==> src/rtl/qrs_sqrt.sv <==
// ----------------------------------------------------------------------------
// qrs_sqrt
// Pipelined integer square root (floor), one root bit per stage, with a
// sideband that travels with each item.
// ----------------------------------------------------------------------------
`default_nettype none

module qrs_sqrt #(
   parameter int RAD_W = 66,
   parameter int SB_W  = 1
) (
   input  logic               clock,
   input  logic               reset,
   input  logic               in_valid,
   input  logic [RAD_W-1:0]   in_rad,
   input  logic [SB_W-1:0]    in_sb,
   output logic               out_valid,
   output logic [RAD_W/2-1:0] out_root,
   output logic [SB_W-1:0]    out_sb
);

   localparam int RT_W  = RAD_W / 2;
   localparam int REM_W = RT_W + 1;

   logic             vld_ff  [1:RT_W];
   logic [RAD_W-1:0] rad_ff  [1:RT_W];
   logic [RT_W-1:0]  root_ff [1:RT_W];
   logic [REM_W-1:0] rem_ff  [1:RT_W];
   logic [SB_W-1:0]  sb_ff   [1:RT_W];

   genvar k;
   for (k = 0; k < RT_W; k++) begin : g_stage
      logic             src_vld;
      logic [RAD_W-1:0] src_rad;
      logic [RT_W-1:0]  src_root;
      logic [REM_W-1:0] src_rem;
      logic [SB_W-1:0]  src_sb;
      logic [REM_W+1:0] part;
      logic [REM_W+1:0] trial;
      logic [REM_W+1:0] diff;
      logic             ge;
      logic [REM_W-1:0] rem_in;
      logic [RT_W-1:0]  root_in;
      logic [RAD_W-1:0] rad_in;

      if (k == 0) begin : g_first
         assign src_vld  = in_valid;
         assign src_rad  = in_rad;
         assign src_root = '0;
         assign src_rem  = '0;
         assign src_sb   = in_sb;
      end else begin : g_next
         assign src_vld  = vld_ff[k];
         assign src_rad  = rad_ff[k];
         assign src_root = root_ff[k];
         assign src_rem  = rem_ff[k];
         assign src_sb   = sb_ff[k];
      end

      assign part    = {src_rem, src_rad[RAD_W-1:RAD_W-2]};
      assign trial   = {1'b0, src_root, 2'b01};
      assign ge      = part >= trial;
      assign diff    = part - trial;
      assign rem_in  = ge ? diff[REM_W-1:0] : part[REM_W-1:0];
      assign root_in = {src_root[RT_W-2:0], ge};
      assign rad_in  = {src_rad[RAD_W-3:0], 2'b00};

      always_ff @(posedge clock) begin
         rad_ff[k+1]  <= rad_in;
         root_ff[k+1] <= root_in;
         rem_ff[k+1]  <= rem_in;
         sb_ff[k+1]   <= src_sb;
         if (reset) begin
            vld_ff[k+1] <= 1'b0;
         end else begin
            vld_ff[k+1] <= src_vld;
         end
      end
   end

   assign out_valid = vld_ff[RT_W];
   assign out_root  = root_ff[RT_W];
   assign out_sb    = sb_ff[RT_W];

endmodule

`default_nettype wire

==> config.mk <==
export PLATFORM = sky130hd
export DESIGN_NAME = qrs_sqrt
export DESIGN_NICKNAME = d
export VERILOG_FILES = /design/src/rtl/qrs_sqrt.sv
export SDC_FILE = /design/constraint.sdc
export NUM_CORES = 2
export LEC_CHECK = 0
export ABC_AREA = 0
export ABC_CLOCK_PERIOD_IN_PS = 3150
export BUFFER_PORTS_ARGS = -buffer_cell sky130_fd_sc_hd__buf_2
export CORE_ASPECT_RATIO = 0.8
export CORE_MARGIN = 2
export CORE_UTILIZATION = 45
export CTS_CLUSTER_SIZE = 8
export DETAILED_ROUTE_END_ITERATION = 8
export PLACE_DENSITY = 0.69
export REMOVE_ABC_BUFFERS = 1
export SLEW_MARGIN = 20
export SYNTH_ARGS = -nofsm -noshare
export SYNTH_HDL_FRONTEND = slang
export SYNTH_MEMORY_MAX_BITS = 65536
export SYNTH_SLANG_ARGS = --single-unit
export TNS_END_PERCENT = 10
==> constraint.sdc <==
create_clock -name clock -period 3.15 [get_ports clock]
set_clock_uncertainty 0.15 [all_clocks]
set_input_delay 0.1575 -clock clock [delete_from_list [all_inputs] [get_ports clock]]
set_output_delay 0.1575 -clock clock [all_outputs]
set_load 0.005 [all_outputs]
# Yosys cells after proc, flatten, opt, wreduce, memory -nomap -nowiden
# Memory sizes are Yosys's and may differ from the RTL's.
# Cells that the tools add are included.
dict set report word_totals {
  memories 5
  ram_bits 4389
  register_bits 0
  inputBits 70
  out_inout_bits 35
  word_cells 173
}
dict set report classes {
  n_addsub 33
  magnitude_cmp 33
  bitwise 33
  mux 69
}
# name depth word_bits rd rd_ports_with_merged_regs wr line_no
set memory_table {}
lappend memory_table {rad_ff 33 64 32 0 33 26} ;# logic [RAD_W-1:0] rad_ff [1:RT_W];
lappend memory_table {rem_ff 33 34 32 0 33 28} ;# logic [REM_W-1:0] rem_ff [1:RT_W];
lappend memory_table {root_ff 33 33 33 0 33 27} ;# logic [RT_W-1:0] root_ff [1:RT_W];
lappend memory_table {sb_ff 33 1 33 0 33 29} ;# logic [SB_W-1:0] sb_ff [1:RT_W];
lappend memory_table {vld_ff 33 1 33 0 33 25} ;# logic vld_ff [1:RT_W];
# operator count
set ops {}
lappend ops {{$ge A36 B35 Y1} 32}
lappend ops {{$mux W34} 33}
lappend ops {{$sub A34 B34 Y34} 32}
lappend ops {{$mux W1} 36}
lappend ops {{$or A1 B1 Y1} 33}
lappend ops {{$sub A2 B1 Y3 const B} 1}
lappend ops {{$ge A2 B1 Y1 const B} 1}

# Longest topological paths before layout
dict set report logic_depth {
  depth_word 3
  ltp_mapped 15
}

# Worst setup path before layout
# Ideal clock, no wire load.
dict set report synth_timing {
  kind {register to register}
  from {register, netlist name rem_ff[0][248]}
  to {register, netlist name rem_ff[0][274]}
  slack_ns -0.302
  path_stages_with_launch 11
  required_time_ns 2.877
  period_less_slack_ns 3.452
  path_buffers 1
  arrival_time_ns 3.178
  cell_sequence {dfxtp_1 or4_4 or3_1 or4_1 or3_4 nor3_4 nand2_2 nor3_4 and2_1 buf_6 mux2_1}
}

==> summary.txt <==
Outcome
  – Result of the run: complete, but fails checks
  – Violations in the final reports: negative setup slack

Routing
  – Final wirelength: around 220 mm
  – Detailed router's first-iteration violation count: 3948
  – Mean number of vias per cell: approximately 5
  – TritonRoute pass-1 iters: 5
  – Overall via count from detail_route: 70120
  – Antenna viol nets, final: 0
  – Routed length per instance: between 15 and 20 µm
  – Number of DRC violations after detailed routing: 0

CTS
  – Clock sink count: ~2700
  – Number of levels in the clock H-tree: 5
  – Clock network latency to the later pin of the worst-skew pair: between 800 and 900 ps
  – Number of CTS-inserted buffers: between 300 and 400
  – Largest buffer count on any clock path: 4
  – Clock Pin Slew Worst Setup and Hold Paths: roughly 50 ps
  – Clock root buffer: sky130_fd_sc_hd__clkbuf_16
  – TritonCTS clock tree: done

Power
  – Power share of the clock group: 0.362
  – Net load switching power: around 27 mW
  – Leakage: around 58 nW
  – Relative contribution of sequential cells to total power: 0.454
  – Power density over the cells: around 800 nW/µm²
  – Net switching fraction of the power: 0.2753
  – VDD IR max: ~0.84 mV
  – Comb pwr share: 0.184
  – Internal Power: about 71 mW

Logic synthesis
  – Cells after Synth: about 9600
  – Summed instance area of the synthesized netlist: roughly 98000 µm²
  – Most area-consuming cells after synthesis: sky130_fd_sc_hd__dfxtp_1, sky130_fd_sc_hd__ha_1, sky130_fd_sc_hd__xnor2_1, sky130_fd_sc_hd__xor2_1, sky130_fd_sc_hd__a21oi_1
  – Post-synthesis average cell area: ~10 µm²
  – Number of storage elements in the synthesis netlist: 2720
  – Top_reg_cell synth: sky130_fd_sc_hd__dfxtp_1
  – Cell taking the most area after synthesis: sky130_fd_sc_hd__dfxtp_1
  – Count of cell types in the netlist: 82
  – Synth cell count leaders: sky130_fd_sc_hd__dfxtp_1, sky130_fd_sc_hd__inv_1, sky130_fd_sc_hd__nand2_1
  – Yosys warning count: 0
  – Fraction of the yosys area taken by sequential cells: 0.5562
  – Post-synth EDFFs: 0
  – Share of the synthesized area in the top cell type: 0.5562
  – Library cell with the highest instance count after synthesis: sky130_fd_sc_hd__dfxtp_1
  – Share of synthesized flip-flops with an asynchronous set or reset: 0

Finish
  – Post-route standard cell area excluding fillers: ~120000 µm²
  – Final net count: about 12000
  – Number of fillers in the final layout: approximately 18000
  – Fraction of layout cells with a size suffix above 1: 0.1907
  – Filler-free cell count of the finished design: 13870
  – Layout overhead on the synthesized area: 25.84%
  – Share of the core filled with cells: 0.5680

Min path
  – Path category of the worst min-delay check: reg2reg
  – Count of cells along the worst hold path: 0

Placed design
  – Half-perimeter wire length after detailed placement: 160.2 mm
  – Cell area after placement: approximately 110000 µm²
  – Gp weighted congestion: approximately 0.90
  – Port Buffer Count: between 100 and 150
  – Inst Count DP: ~13000
  – Worst setup slack after placement: -912.3 ps

Timing
  – Count of endpoints failing setup in the final report: 64
  – Fmax: 0.2993 GHz
  – Pins over their slew limit: 0
  – Actual transition at the worst max-transition pin: about 900 ps
  – Final period util: 1.061
  – Headroom to the max-slew limit: 0.3963
  – Final hold viol count: 0
  – Worst Setup Slack, final: -191.2 ps
  – Tmin final: between 3000 and 4000 ps
  – Unrepaired setup endpoints after global routing: yes

Setup path
  – Class of the most critical setup path: reg2reg
  – Required time of the critical path: approximately 3700 ps
  – Startpoint class of the critical path: flip-flop
  – Largest fanout on the critical path: 7
  – Category of the worst setup path capture point: flip-flop
  – Worst Reg-to-Reg Cells: 10
  – Arrival time worst endpoint: ~3900 ps

GRT
  – GRT Residual Overflow: 0
  – Global-route usage over all layers: 0.1949
  – Number of antenna violations at the first check in global routing: 1
  – First-pass GRT wire length: 359.1 mm
  – Vias in the first global route: 71320
  – Largest net degree at the start of global routing: 54

Floorplanning
  – Floorplan Core Area: 216900 µm²
  – Number of core rows: 153
  – DIE WIDTH: approximately 530 µm
  – Chip height: roughly 420 µm
  – Area enclosed by the die boundary: 221300 µm²
  – Initial Utilization: 0.4514
  – Number of top-level pins: about 110

Flow run
  – Max-capacitance violation count: 0
## worst paths after layout
path                                        startpoint                endpoint  slack (ps)
worst max register to register  rem_ff[0][248]$_DFF_P_  rem_ff[0][274]$_DFF_P_        -190
worst min-delay path            rad_ff[0][796]$_DFF_P_  rad_ff[0][862]$_DFF_P_         100
worst max-delay path            rem_ff[0][248]$_DFF_P_  rem_ff[0][274]$_DFF_P_        -190
worst min register to register  rad_ff[0][796]$_DFF_P_  rad_ff[0][862]$_DFF_P_         100
## state kept, by name (all words and copies together), names as in the netlist
signal	count
rem_ff	1037
vld_ff	33
rad_ff	1056
sb_ff	33
root_ff	561
## metrics by stage
stage,power [mW],hold WS (ps),TNS [ps]
4_1_cts,97.35,107.4,-7339
6_report,97.34,103.4,-4546
3_3_place_gp,60.61,109.2,-46720
3_5_place_dp,61.04,111.1,-59760
5_1_grt,102.4,113.2,-18880
2_1_floorplan,54.33,35.22,-521790
## placed cells by master (no fill, tap or decap), types with 70 or more instances in the layout
cell type | Yosys | routed
sky130_fd_sc_hd__dfxtp_1 | 2720 | 2671
sky130_fd_sc_hd__buf_4 | 0 | 910
sky130_fd_sc_hd__inv_1 | 750 | 736
sky130_fd_sc_hd__nand2_1 | 656 | 641
sky130_fd_sc_hd__a21oi_1 | 605 | 558
sky130_fd_sc_hd__ha_1 | 596 | 553
sky130_fd_sc_hd__nor2_1 | 569 | 539
sky130_fd_sc_hd__xnor2_1 | 442 | 436
sky130_fd_sc_hd__xor2_1 | 429 | 429
sky130_fd_sc_hd__o21ai_0 | 487 | 413
sky130_fd_sc_hd__clkbuf_16 | 0 | 389
sky130_fd_sc_hd__a21o_1 | 277 | 276
sky130_fd_sc_hd__nor3_1 | 221 | 195
sky130_fd_sc_hd__nand3_1 | 155 | 141
sky130_fd_sc_hd__dlygate4sd3_1 | 0 | 139
sky130_fd_sc_hd__nand2b_1 | 136 | 135
sky130_fd_sc_hd__nor2b_1 | 121 | 116
sky130_fd_sc_hd__buf_2 | 5 | 104
sky130_fd_sc_hd__nand4_1 | 103 | 103
sky130_fd_sc_hd__o21a_1 | 95 | 93
sky130_fd_sc_hd__nor4_1 | 114 | 85
sky130_fd_sc_hd__or3_1 | 92 | 75
sky130_fd_sc_hd__mux2_2 | 72 | 70
## cells by family after synthesis
group	after synthesis	synth area share
multiplexers	93	0.01051
other	1	0.00003830
AND/OR/NAND/NOR	2450	0.1237
adder cells (fa/ha/maj)	596	0.07617
XOR/XNOR	871	0.07792
flip-flops	2720	0.5562
buffers and inverters	941	0.03630
AO/OA/AOI/OAI	1895	0.1191
## timing repair
item,4_1_cts,5_1_grt
hold buffers,139,0
pin swaps,55,136
setup buffers,21,39
hold endpoints to repair,101,0
gates resized for setup,204,471
setup endpoints to repair,426,722
cloned,2,4
## power groups by stage
stage	Clock, mW	Sequential [mW]	Combinational [mW]
after global routing	37.8	44.7	19.8
after floorplan	0	43.2	11.1
after CTS	36.3	44.0	17.0
after global placement	0	44.5	16.1
final	35.3	44.2	17.9
after detailed placement	0	44.6	16.5
## critical path, stage by stage, from the launching register on
cell	delay (ps)
sky130_fd_sc_hd__dfxtp_2	310
sky130_fd_sc_hd__or4_4	530
sky130_fd_sc_hd__or3_4	350
sky130_fd_sc_hd__or4_4	430
sky130_fd_sc_hd__or3_4	360
sky130_fd_sc_hd__nor3_4	140
sky130_fd_sc_hd__nand2_2	100
sky130_fd_sc_hd__nor3_4	230
sky130_fd_sc_hd__and2_4	210
sky130_fd_sc_hd__buf_12	120
sky130_fd_sc_hd__mux2_4	290
## per-layer routing
metal  share of wire  up-vias  GRT usage  wire length [µm]
li1                -    35210          -                 -
met1            0.45    33030     0.2529            101400
met2            0.48     1457     0.3326            106000
met3           0.043      426    0.02865              9691
met4           0.027        0    0.06216              5931
met5               0        -          0                 0
## final cells by class
class	instances	area (µm²)	share of cell area
flip-flops and latches	2720	54520	0.4425
multi-input cells	5907	42560	0.3455
clock buffers	398	9808	0.07961
repair buffers	1211	9643	0.07827
well taps	2867	3587	0.02912
inverters	751	2823	0.02291
clock inverters	17	256.5	0.002082
diodes	1	2.502	0.00002031
Note: power is estimated with default switching activity, not from simulation.
